--- src/rtl/core/msvs_pkg.sv ---
// ----------------------------------------------------------------------------
// msvs_pkg
// Shared types and constants of the memory snapshot value scanner.
// ----------------------------------------------------------------------------
package msvs_pkg;

  // fixed field widths
  localparam int unsigned ByteW       = 8;
  localparam int unsigned NibbleW     = 4;
  localparam int unsigned WordW       = 32;
  localparam int unsigned WindowW     = 24;
  localparam int unsigned MaskW       = 8;
  localparam int unsigned CfgIndexW   = 3;
  localparam int unsigned MatchW      = 32;
  localparam int unsigned DefAddrW    = 32;

  // operand masks per view width
  localparam logic [WordW-1:0] ByteMask = 32'h0000_00FF;
  localparam logic [WordW-1:0] HalfMask = 32'h0000_FFFF;
  localparam logic [WordW-1:0] FullMask = 32'hFFFF_FFFF;

  // value view codes; code 7 is reserved and never matches
  typedef enum logic [2:0] {
    VIEW_LO_NIB = 3'd0,
    VIEW_HI_NIB = 3'd1,
    VIEW_BYTE   = 3'd2,
    VIEW_LE16   = 3'd3,
    VIEW_BE16   = 3'd4,
    VIEW_LE32   = 3'd5,
    VIEW_BE32   = 3'd6
  } view_e;

  // compare codes; code 7 is reserved and never matches
  typedef enum logic [2:0] {
    OP_EQ     = 3'd0,
    OP_NE     = 3'd1,
    OP_LT     = 3'd2,
    OP_LE     = 3'd3,
    OP_GT     = 3'd4,
    OP_GE     = 3'd5,
    OP_MASKED = 3'd6
  } op_e;

  // configuration register indexes
  typedef enum logic [CfgIndexW-1:0] {
    CFG_VALUE_VIEW    = 3'd0,
    CFG_COMPARE_OP    = 3'd1,
    CFG_SOURCE_SELECT = 3'd2,
    CFG_COMPARE_CONST = 3'd3,
    CFG_BIT_MASK      = 3'd4,
    CFG_BASE_ADDRESS  = 3'd5
  } cfg_idx_e;

  // configuration seen by the compare stage
  typedef struct packed {
    view_e              view;
    op_e                op;
    logic               src_b;
    logic [WordW-1:0]   cmp_const;
    logic [MaskW-1:0]   bit_mask;
    logic [WordW-1:0]   base_addr;
  } msvs_cfg_t;

  // compare stage status: match flag and window start offset
  typedef struct packed {
    logic       hit;
    logic [1:0] back;
  } msvs_cmp_t;

  // reset values of the configuration registers
  localparam msvs_cfg_t CfgReset = '{
    view:      VIEW_BYTE,
    op:        OP_EQ,
    src_b:     1'b0,
    cmp_const: '0,
    bit_mask:  8'hFF,
    base_addr: '0
  };

endpackage

--- src/rtl/core/memory_snapshot_value_scanner.sv ---
// ----------------------------------------------------------------------------
// memory_snapshot_value_scanner
// Sliding-window value scanner over a byte stream of a memory snapshot.
// ----------------------------------------------------------------------------
// The block takes one snapshot byte per clock cycle and keeps taking one per
// cycle as long as the result side does not stall. An accepted byte is shifted
// into the window and captured, together with its address, in the input
// register; the compare stage then forms the view from that register and, on
// a match, loads the window start address into the result register once the
// result register can take it. Bytes that do not match leave no result. A
// result waiting in the output register stalls the input only once the input
// register is also full.
module memory_snapshot_value_scanner #(
  parameter int unsigned ADDR_WIDTH = msvs_pkg::DefAddrW
) (
  input  logic                              clk_i,
  input  logic                              rst_ni,
  // configuration write port
  input  logic                              cfg_we_i,
  input  logic [msvs_pkg::CfgIndexW-1:0]    cfg_index_i,
  input  logic [msvs_pkg::WordW-1:0]        cfg_wdata_i,
  // byte input channel
  input  logic                              in_valid_i,
  output logic                              in_stall_o,
  input  logic [msvs_pkg::ByteW-1:0]        byte_a_i,
  input  logic [msvs_pkg::ByteW-1:0]        byte_b_i,
  input  logic                              first_byte_i,
  // match output channel
  output logic                              out_valid_o,
  input  logic                              out_stall_i,
  output logic [msvs_pkg::MatchW-1:0]       match_address_o
);
  import msvs_pkg::*;

  msvs_cfg_t               cfg_q;
  // scan state
  logic [WindowW-1:0]      win_a_q, win_a_d;
  logic [WindowW-1:0]      win_b_q, win_b_d;
  logic [1:0]              fill_q, fill_d;
  logic [ADDR_WIDTH-1:0]   addr_q, addr_d;
  logic [ADDR_WIDTH-1:0]   base_ext;
  // input register
  logic                    s1_valid_q;
  logic [WordW-1:0]        s1_seq_a_q, s1_seq_a_d;
  logic [WordW-1:0]        s1_seq_b_q, s1_seq_b_d;
  logic [1:0]              s1_fill_q, s1_fill_d;
  logic [ADDR_WIDTH-1:0]   s1_addr_q, s1_addr_d;
  // result register
  logic                    out_valid_q;
  logic [MatchW-1:0]       out_addr_q;
  logic [ADDR_WIDTH-1:0]   start_addr;
  logic                    out_ready;
  logic                    in_xfer;
  msvs_cmp_t               cmp;

  // configuration registers
  always_ff @(posedge clk_i or negedge rst_ni) begin
    if (!rst_ni) begin
      cfg_q <= CfgReset;
    end else if (cfg_we_i) begin
      unique case (cfg_index_i)
        CFG_VALUE_VIEW:    cfg_q.view      <= view_e'(cfg_wdata_i[2:0]);
        CFG_COMPARE_OP:    cfg_q.op        <= op_e'(cfg_wdata_i[2:0]);
        CFG_SOURCE_SELECT: cfg_q.src_b     <= cfg_wdata_i[0];
        CFG_COMPARE_CONST: cfg_q.cmp_const <= cfg_wdata_i;
        CFG_BIT_MASK:      cfg_q.bit_mask  <= cfg_wdata_i[MaskW-1:0];
        CFG_BASE_ADDRESS:  cfg_q.base_addr <= cfg_wdata_i;
        default: begin
        end
      endcase
    end
  end

  // handshake
  assign out_ready  = !out_valid_q || !out_stall_i;
  assign in_stall_o = s1_valid_q && !out_ready;
  assign in_xfer    = in_valid_i && !in_stall_o;
  assign base_ext   = ADDR_WIDTH'(cfg_q.base_addr);

  // window shift and address count on each input transfer
  always_comb begin
    win_a_d    = first_byte_i ? '0 : win_a_q;
    win_b_d    = first_byte_i ? '0 : win_b_q;
    s1_fill_d  = first_byte_i ? 2'd0 : fill_q;
    s1_addr_d  = first_byte_i ? base_ext : addr_q;
    s1_seq_a_d = {win_a_d, byte_a_i};
    s1_seq_b_d = {win_b_d, byte_b_i};
    fill_d     = (s1_fill_d == 2'd3) ? 2'd3 : s1_fill_d + 2'd1;
    addr_d     = s1_addr_d + ADDR_WIDTH'(1);
  end

  always_ff @(posedge clk_i or negedge rst_ni) begin
    if (!rst_ni) begin
      win_a_q <= '0;
      win_b_q <= '0;
      fill_q  <= '0;
      addr_q  <= '0;
    end else if (in_xfer) begin
      win_a_q <= s1_seq_a_d[WindowW-1:0];
      win_b_q <= s1_seq_b_d[WindowW-1:0];
      fill_q  <= fill_d;
      addr_q  <= addr_d;
    end
  end

  // input register
  always_ff @(posedge clk_i or negedge rst_ni) begin
    if (!rst_ni) begin
      s1_valid_q <= 1'b0;
    end else if (!in_stall_o) begin
      s1_valid_q <= in_valid_i;
    end
  end

  always_ff @(posedge clk_i) begin
    if (in_xfer) begin
      s1_seq_a_q <= s1_seq_a_d;
      s1_seq_b_q <= s1_seq_b_d;
      s1_fill_q  <= s1_fill_d;
      s1_addr_q  <= s1_addr_d;
    end
  end

  // view and compare
  msvs_compare u_compare (
    .cfg_i    (cfg_q),
    .seq_a_i  (s1_seq_a_q),
    .seq_b_i  (s1_seq_b_q),
    .fill_i   (s1_fill_q),
    .status_o (cmp)
  );

  assign start_addr = s1_addr_q - ADDR_WIDTH'(cmp.back);

  // result register
  always_ff @(posedge clk_i or negedge rst_ni) begin
    if (!rst_ni) begin
      out_valid_q <= 1'b0;
    end else if (out_ready) begin
      out_valid_q <= s1_valid_q && cmp.hit;
    end
  end

  always_ff @(posedge clk_i) begin
    if (out_ready && s1_valid_q && cmp.hit) begin
      out_addr_q <= MatchW'(start_addr);
    end
  end

  assign out_valid_o     = out_valid_q;
  assign match_address_o = out_addr_q;

  // a full input register behind a stalled result must hold off the input
  assert property (@(posedge clk_i) disable iff (!rst_ni)
    s1_valid_q && out_valid_q && out_stall_i |-> in_stall_o)
    else $error("input not stalled while both stages are blocked");

  // a start mark restarts the fill count
  assert property (@(posedge clk_i) disable iff (!rst_ni)
    in_xfer && first_byte_i |=> fill_q == 2'd1)
    else $error("fill count not restarted by start mark");

  // a start mark restarts the address at the base
  assert property (@(posedge clk_i) disable iff (!rst_ni)
    in_xfer && first_byte_i |=> addr_q == $past(base_ext) + ADDR_WIDTH'(1))
    else $error("address not restarted at base");

  // a new result only comes from a loaded input register
  assert property (@(posedge clk_i) disable iff (!rst_ni)
    $rose(out_valid_q) |-> $past(s1_valid_q))
    else $error("result without a captured item");

endmodule

--- src/rtl/core/msvs_compare.sv ---
// ----------------------------------------------------------------------------
// msvs_compare
// Forms the selected view from a four-byte window and compares it unsigned
// against the constant or the second snapshot's view.
// ----------------------------------------------------------------------------
module msvs_compare (
  input  msvs_pkg::msvs_cfg_t          cfg_i,
  input  logic [msvs_pkg::WordW-1:0]   seq_a_i,
  input  logic [msvs_pkg::WordW-1:0]   seq_b_i,
  input  logic [1:0]                   fill_i,
  output msvs_pkg::msvs_cmp_t          status_o
);
  import msvs_pkg::*;

  logic             view_ok;
  logic             fill_ok;
  logic             hit;
  logic [1:0]       need_m1;
  logic [WordW-1:0] width_mask;
  logic [WordW-1:0] val_a;
  logic [WordW-1:0] val_b;
  logic [WordW-1:0] operand;

  // pick the view out of a window, newest byte in the low bits
  function automatic logic [WordW-1:0] view_value(input view_e v, input logic [WordW-1:0] s);
    logic [WordW-1:0] r;
    unique case (v)
      VIEW_LO_NIB: r = {{(WordW-NibbleW){1'b0}}, s[NibbleW-1:0]};
      VIEW_HI_NIB: r = {{(WordW-NibbleW){1'b0}}, s[ByteW-1:NibbleW]};
      VIEW_BYTE:   r = {{(WordW-ByteW){1'b0}}, s[ByteW-1:0]};
      VIEW_LE16:   r = {{(WordW-2*ByteW){1'b0}}, s[ByteW-1:0], s[2*ByteW-1:ByteW]};
      VIEW_BE16:   r = {{(WordW-2*ByteW){1'b0}}, s[2*ByteW-1:ByteW], s[ByteW-1:0]};
      VIEW_LE32:   r = {s[ByteW-1:0], s[2*ByteW-1:ByteW], s[3*ByteW-1:2*ByteW],
                        s[4*ByteW-1:3*ByteW]};
      default:     r = s;
    endcase
    return r;
  endfunction

  // view width, bytes needed and window fill check
  always_comb begin
    view_ok    = 1'b1;
    fill_ok    = 1'b1;
    need_m1    = 2'd0;
    width_mask = ByteMask;
    unique case (cfg_i.view)
      VIEW_LO_NIB, VIEW_HI_NIB, VIEW_BYTE: begin
        need_m1 = 2'd0;
      end
      VIEW_LE16, VIEW_BE16: begin
        need_m1    = 2'd1;
        width_mask = HalfMask;
        fill_ok    = (fill_i >= 2'd1);
      end
      VIEW_LE32, VIEW_BE32: begin
        need_m1    = 2'd3;
        width_mask = FullMask;
        fill_ok    = (fill_i == 2'd3);
      end
      default: begin
        view_ok = 1'b0;
      end
    endcase
  end

  // operands
  assign val_a   = view_value(cfg_i.view, seq_a_i);
  assign val_b   = view_value(cfg_i.view, seq_b_i);
  assign operand = cfg_i.src_b ? val_b : (cfg_i.cmp_const & width_mask);

  // comparison
  always_comb begin
    unique case (cfg_i.op)
      OP_EQ:     hit = (val_a == operand);
      OP_NE:     hit = (val_a != operand);
      OP_LT:     hit = (val_a < operand);
      OP_LE:     hit = (val_a <= operand);
      OP_GT:     hit = (val_a > operand);
      OP_GE:     hit = (val_a >= operand);
      OP_MASKED: hit = ((val_a & {{(WordW-MaskW){1'b0}}, cfg_i.bit_mask}) == operand);
      default:   hit = 1'b0;
    endcase
  end

  assign status_o.hit  = hit && view_ok && fill_ok;
  assign status_o.back = need_m1;

endmodule

--- config.mk ---
export PLATFORM = sky130hd
export DESIGN_NAME = memory_snapshot_value_scanner
export DESIGN_NICKNAME = d
export VERILOG_FILES = /design/src/rtl/core/msvs_pkg.sv /design/src/rtl/core/memory_snapshot_value_scanner.sv /design/src/rtl/core/msvs_compare.sv
export SDC_FILE = /design/constraint.sdc
export NUM_CORES = 1
export LEC_CHECK = 0
export BUFFER_PORTS_ARGS = -buffer_cell sky130_fd_sc_hd__buf_2
export CAP_MARGIN = 20
export CELL_PAD_IN_SITES_DETAIL_PLACEMENT = 0
export CELL_PAD_IN_SITES_GLOBAL_PLACEMENT = 2
export CORE_ASPECT_RATIO = 1.5
export CORE_MARGIN = 1.5
export CORE_UTILIZATION = 38
export DETAILED_ROUTE_END_ITERATION = 10
export GPL_ROUTABILITY_DRIVEN = 0
export PLACE_DENSITY = 0.76
export SKIP_CTS_REPAIR_TIMING = 1
export SKIP_LAST_GASP = 1
export SYNTH_ARGS = -nofsm -noshare
export SYNTH_HDL_FRONTEND = slang
export SYNTH_SLANG_ARGS = --single-unit
--- constraint.sdc ---
create_clock -name clk_i -period 4.8 [get_ports clk_i]
set_input_delay 0.24 -clock clk_i [delete_from_list [all_inputs] [get_ports clk_i]]
set_output_delay 0.24 -clock clk_i [all_outputs]
set_load 0.005 [all_outputs]
# Yosys cells after proc, flatten, opt, wreduce, memory -nomap -nowiden
# Index checks and enable logic that the tools add are counted.
[classes]
addsub = 3
multipliers = 0
n_div = 0
n_lt_le_gt_ge = 5
n_eq_ne = 22
shifts = 0
n_mux = 13
bitwise = 2
n_reduce_logical = 24
[op_table]
columns = ["op", "count"]
rows = [
  ["$pmux 32 s6", 2],
  ["$eq 32x32->1", 2],
  ["$mux 32", 2],
  ["$pmux 32 s2", 1],
  ["$add 32x1->32 const B", 1],
  ["$and 32x32->32", 1],
  ["$and 32x8->32", 1],
  ["$ge 32x32->1", 1],
  ["$gt 32x32->1", 1],
  ["$le 32x32->1", 1],
  ["$lt 32x32->1", 1],
  ["$mux 16", 2],
  ["$ne 32x32->1", 1],
  ["$sub 32x2->32", 1],
  ["$eq 3x3->1 const B", 8],
  ["$eq 3x2->1 const B", 6],
  ["$reduce_and 2->1", 6],
  ["$eq 3x1->1 const B", 3],
  ["$logic_not 3->1", 3],
  ["$logic_and 1x1->1", 7],
  ["$pmux 1 s7", 1],
  ["$reduce_or 7->1", 1],
  ["$eq 2x2->1 const B", 2],
  ["$logic_not 1->1", 4],
  ["other kinds (8)", 10],
]
[word_totals]
reg_bits = 293
latchBits = 0
ram_bits = 0
rom_bits = 0
in_bits = 57
out_inout_bits = 34
wordCells = 88
n_memories = 0

# Longest topological paths before layout
[depth]
depth_word = 10
mapped_depth = 16
ltp_nobuf = 12

# Modules after synthesis
# From an unflattened synthesis, not the netlist that was laid out.
[unflattened]
hier_cells = 1295
area_unflattened_um2 = 14858.0
[modules_own_cells]
columns = ["module", "n_inst", "cells_each", "area_each_um2", "seq_area_each_um2"]
rows = [
  ["memory_snapshot_value_scanner", 1, 897, 12206.7, 7993.9],
  ["msvs_compare", 1, 398, 2651.3, 0.0],
]

# Worst setup path after synthesis
# OpenSTA, ideal clock, no wires.
[synth_timing]
path_type = "reg-to-reg"
from = "reg out_valid_q, in the netlist out_valid_o"
to = "reg s1_addr_q[0], enable pin"
setup_ps = 501
arrival_ps = 4218
required_ps = 4299
setup_slack_ps = 81
path_stages_with_launch = 7
n_path_buf = 3
synth_period_minus_slack_ps = 4719
cell_sequence = "dfrtp_1 > nand3_1 > nand2_1 > inv_1 > clkbuf_1 > clkbuf_1 > clkbuf_1"
[synth_between]
elab_chain_len = 6
[synth_rtl]
columns = ["item", "line", "text"]
rows = [
  ["start, declared", "memory_snapshot_value_scanner.sv:49", "logic out_valid_q;"],
  ["start signal, assigned", "memory_snapshot_value_scanner.sv:140", "out_valid_q <= s1_valid_q && cmp.hit;"],
  ["$logic_not 1->1", "memory_snapshot_value_scanner.sv:75", "assign out_ready = !out_valid_q || !out_stall_i;"],
  ["$logic_or 1x1->1", "memory_snapshot_value_scanner.sv:75", ""],
  ["$logic_not 1->1", "memory_snapshot_value_scanner.sv:76", "assign in_stall_o = s1_valid_q && !out_ready;"],
  ["$logic_and 1x1->1", "memory_snapshot_value_scanner.sv:76", ""],
  ["$logic_not 1->1", "--", ""],
  ["$logic_and 1x1->1", "memory_snapshot_value_scanner.sv:77", "assign in_xfer = in_valid_i && !in_stall_o;"],
  ["via in_xfer", "memory_snapshot_value_scanner.sv:53", "logic in_xfer;"],
  ["end signal, assigned", "memory_snapshot_value_scanner.sv:120", "s1_addr_q <= s1_addr_d;"],
  ["end, declared", "memory_snapshot_value_scanner.sv:47", "logic [ADDR_WIDTH-1:0] s1_addr_q, s1_addr_d;"],
]
# The timed path passes the listed nets, and every way through them passes these cells.
# A chain may end at the register's enable or synchronous reset.

# Worst setup path after layout
[layout_timing]
from = "reg cfg_q[77] (netlist bit)"
to = "reg out_addr_q[2], in the netlist match_address_o[2], enable pin"
[layout_between]
elab_chain_len = 10
word_cells_on_any_way = 29
classes_between = "order compare (4); eq/ne (9); mux (7); bitwise (2); reduce/logical (7)"
[layout_rtl]
columns = ["item", "line", "text"]
rows = [
  ["start, declared", "memory_snapshot_value_scanner.sv:35", "msvs_cfg_t cfg_q;"],
  ["start signal, assigned", "memory_snapshot_value_scanner.sv:59", "cfg_q <= CfgReset;"],
  ["$eq 3x3->1 (tied with other cells)", "msvs_compare.sv:46", "unique case (cfg_i.view)"],
  ["$reduce_or 2->1", "msvs_compare.sv:46", ""],
  ["$pmux 32 s2", "msvs_compare.sv:46", ""],
  ["$and 32x32->32", "msvs_compare.sv:69", "assign operand = cfg_i.src_b ? val_b : (cfg_i.cmp_const & width_mask);"],
  ["$mux 32", "msvs_compare.sv:69", ""],
  ["$ge 32x32->1 (tied with other cells)", "msvs_compare.sv:79", "OP_GE: hit = (val_a >= operand);"],
  ["$pmux 1 s7", "msvs_compare.sv:73", "unique case (cfg_i.op)"],
  ["$logic_and 1x1->1", "msvs_compare.sv:85", "assign status_o.hit = hit && view_ok && fill_ok;"],
  ["$logic_and 1x1->1 *", "msvs_compare.sv:85", ""],
  ["$logic_and 1x1->1 *", "memory_snapshot_value_scanner.sv:145", "if (out_ready && s1_valid_q && cmp.hit) begin"],
  ["end signal, assigned", "memory_snapshot_value_scanner.sv:146", "out_addr_q <= MatchW'(start_addr);"],
  ["end, declared", "memory_snapshot_value_scanner.sv:50", "logic [MatchW-1:0] out_addr_q;"],
]
# Mark *: on every way between the ends. The rest lies on a longest branch, timed or not.

==> impl_metrics.env <==
export IMPL_setup_viol=0
export IMPL_avgSynthCellArea_sq_um=11.48
export IMPL_place_hpwl_um=29330
export IMPL_ctsLongestPathBuffers=3
export IMPL_hold_violations=1
export IMPL_failed_checks="negative hold slack"
export IMPL_postRouteAntennaNets=0
export IMPL_whs_ns=-0.004041
export IMPL_drv_slew=0
export IMPL_vias=10330
export IMPL_ys_seq_elements=293
export IMPL_die_area_sq_um=39630
export IMPL_grt_pass1_wl_um=60370
export IMPL_path_class="register to register"
export IMPL_die_w_um=163.0
export IMPL_clock_sinks=293
export IMPL_seqPwrFrac_pct=46.3
export IMPL_crit_required_ns=5.04
export IMPL_cp_end_kind="register"
export IMPL_leakage_uw=0.006927
export IMPL_syn_inst=1272
export IMPL_route_detailed_drc=0
export IMPL_grt_setup_unrepaired="no"
export IMPL_start_util_pct=38.65
export IMPL_ys_types=69
export IMPL_internal_power_uw=5344
export IMPL_numCtsBuffers=28
export IMPL_run_status="finished, violations left"
export IMPL_drive_gt1_share_pct=22.06
export IMPL_first_pass_iters=7
export IMPL_hold_class="primary input to register"
export IMPL_p_sw_share_pct=31.41
export IMPL_die_h_um=243.1
export IMPL_clkLatencyLatePin_ns=0.55
export IMPL_startpoint_type="register"
export IMPL_core_area_sq_um=37770
export IMPL_crit_path_max_fanout=33
export IMPL_cts_tree="built"
export IMPL_arrival_ns=4.60
export IMPL_numPortBuffers=90
export IMPL_syn_nets=1365
export IMPL_p_sw_uw=2447
export IMPL_ir_drop_v=0.0002330
export IMPL_row_count=87
export IMPL_fin_ws_ns=0.4439
export IMPL_synth_ff_type="dfrtp_1"
export IMPL_worst_slew_pin_slew_ns=0.8205
export IMPL_setup_tns_ns=0
export IMPL_area_growth_pct=17.16
export IMPL_io_pins=91
export IMPL_synth_area_sq_um=14600
export IMPL_place_ws_ns=0.2213
export IMPL_p_comb_share_pct=26.1
export IMPL_fmax_mhz=229.6
export IMPL_wl_per_cell_um=20.25
export IMPL_antenna_cells=0
export IMPL_antenna_found_initial=0
export IMPL_power_clock_fraction_pct=27.6
export IMPL_fin_crit_ns=4.356
export IMPL_grt_pass1_vias=10340
export IMPL_finalNetCount=1509
export IMPL_grt_use_total_pct=19.95
export IMPL_yosysWarnings=0
export IMPL_max_slew_margin_rel_pct=44.72
export IMPL_clock_skew_ns=0.008826
export IMPL_period_share_pct=90.75
export IMPL_drt_iter0_markers=569
export IMPL_synth_async_reset_ratio_pct=55.63
export IMPL_vias_per_cell=5.361
export IMPL_yosysSeqAreaShare_pct=54.75
export IMPL_maxCapViolCount=0
export IMPL_cts_root_buf="clkbuf_16"
export IMPL_synth_edff_count=130
export IMPL_power_density_nw_per_um2=455.5
export IMPL_drt_wl_total_um=39010
export IMPL_path_clk_slew_ns=0.07
export IMPL_htree_levels=1
export IMPL_grt_max_degree=101
export IMPL_grt_overflow=0
==> layer usage <==
layer | part of all wire (%) | wire length (um) | track usage (%)
met1 | 38 | 14910 | 22.65
met4 | 6.1 | 2361 | 10.55
met3 | 4.0 | 1545 | 2.307
met5 | 0 | 0 | 0
met2 | 52 | 20190 | 36.13
==> flip-flops by register name, summed over array words and instances, names as in the netlist, 2 cells and up <==
signal,count
base_ext,32
cfg_q,47
fill_q,2
addr_q,32
match_address_o,32
s1_seq_b_q,32
win_a_q,24
s1_seq_a_q,32
s1_addr_q,32
s1_fill_q,2
win_b_q,24
==> logic make-up (layout without fill, tap and decap cells) <==
group,count (synthesis),count (layout),share of synthesized area [%]
compound gates,255,255,11.31
xor+xnor,58,58,3.479
fa+ha+maj,36,36,3.137
buf+inv,90,255,2.382
flops,293,293,54.75
mux,146,146,11.17
simple gates,394,394,13.76
==> layout make-up <==
cell class	count	area, sq um
Clock buffer	48	868.3
Clock inverter	3	18.77
Fill cell	3556	20670
Inverter	31	121.4
Multi-Input combinational cell	889	6266
Sequential cell	293	7994
Tap cell	489	611.8
Timing Repair Buffer	173	1225
==> power groups by stage <==
stage,sequential (uW),clock (uW),combinational (uW)
2_1_floorplan,3520,0,1390
3_3_place_gp,3650,0,1960
3_5_place_dp,3660,0,2000
4_1_cts,3610,2220,2010
5_1_grt,3670,2310,2260
6_report,3610,2150,2030
==> synthesized netlist by cell type (4+ instances only) <==
library cell	n	area share (%)
nand2b_1	8	0.34
a31oi_1	6	0.26
xnor2_1	31	1.9
ha_1	35	3.0
buf_1	12	0.31
mux2i_1	13	0.89
o2111ai_1	4	0.24
a211oi_1	4	0.21
a22oi_1	35	1.8
o211ai_1	4	0.21
o31ai_1	6	0.31
mux2_2	132	10
a21oi_1	60	2.1
nand4_1	13	0.56
buf_2	8	0.27
dfstp_2	9	1.6
and2_1	5	0.21
or4_1	6	0.31
nor3_1	17	0.58
and3_1	9	0.39
nand3_1	12	0.41
nand2_1	142	3.7
a22o_1	16	0.96
nor4_1	16	0.69
a221oi_1	8	0.48
nand3b_1	15	0.77
inv_1	30	0.77
o221ai_1	5	0.30
dfrtp_1	154	26
xor2_1	27	1.6
edfxtp_1	130	27
nor3b_1	4	0.21
and3b_1	5	0.30
o22ai_1	11	0.47
clkbuf_1	39	1.0
o2bb2ai_1	6	0.36
nor2b_1	60	2.6
o21ai_0	68	2.3
nor2_1	61	1.6
==> per-stage QoR <==
| step | util [%] | total power (uW) | instance area [sq um] | hold WS, ns | std cells |
|---|---|---|---|---|---|
| floorplan | - | 4914 | 14600 | -0.05559 | 1272 |
| global placement | 41.66 | 5615 | 15740 | 0.2709 | 1827 |
| detailed placement | 41.68 | 5661 | 15740 | 0.2734 | 1828 |
| CTS | 44.03 | 7846 | 16630 | -0.3139 | 1879 |
| global route | 45.28 | 8248 | 17110 | 0.001420 | 1926 |
| finish | 45.28 | 7791 | 17110 | -0.004041 | 1926 |
==> layout by cell type, fill, tap and decap left out, drive strengths merged, types with 17 or more instances in the layout <==
cell type / netlist / layout
a21oi: 60 / 60
buf: 20 / 126
nand2: 143 / 143
nor2: 61 / 61
a22oi: 35 / 35
dfrtp: 154 / 154
nor4: 17 / 17
inv: 30 / 30
clkbuf: 39 / 48
xor2: 27 / 27
o21ai: 68 / 68
nor2b: 60 / 60
xnor2: 31 / 31
edfxtp: 130 / 130
nor3: 17 / 17
ha: 35 / 35
dlygate4sd3: 0 / 47
mux2: 133 / 133
==> final timing paths <==
path	from	endpoint	slack (ns)	depth (start not counted)
worst max-delay path	cfg_q[77]	match_address_o[2]	0.44	13
worst max register to register	cfg_q[77]	match_address_o[2]	0.44	13
worst min register to register	win_a_q[7]	win_a_q[7]	0.46	2
max in group asynchronous	rst_ni	addr_q[25]	3.56	3
min in group asynchronous	rst_ni	win_b_q[19]	0.24	2
worst min-delay path	cfg_wdata_i[1]	cfg_q[33]	-0.004	3
==> critical path: stages, from the launching register on <==
cell and delay (ns):
dfstp_2 0.56, buf_4 0.34, nor2b_1 0.22, o211a_1 0.53, a21oi_1 0.15, ha_1 0.35, nand4_1 0.20, nor4_1 0.58
nand2_1 0.20, o21ai_0 0.19, o2111a_1 0.23, nand2_1 0.07, o211ai_1 0.16, buf_12 0.25
Note: power is estimated with default switching activity, not from simulation.
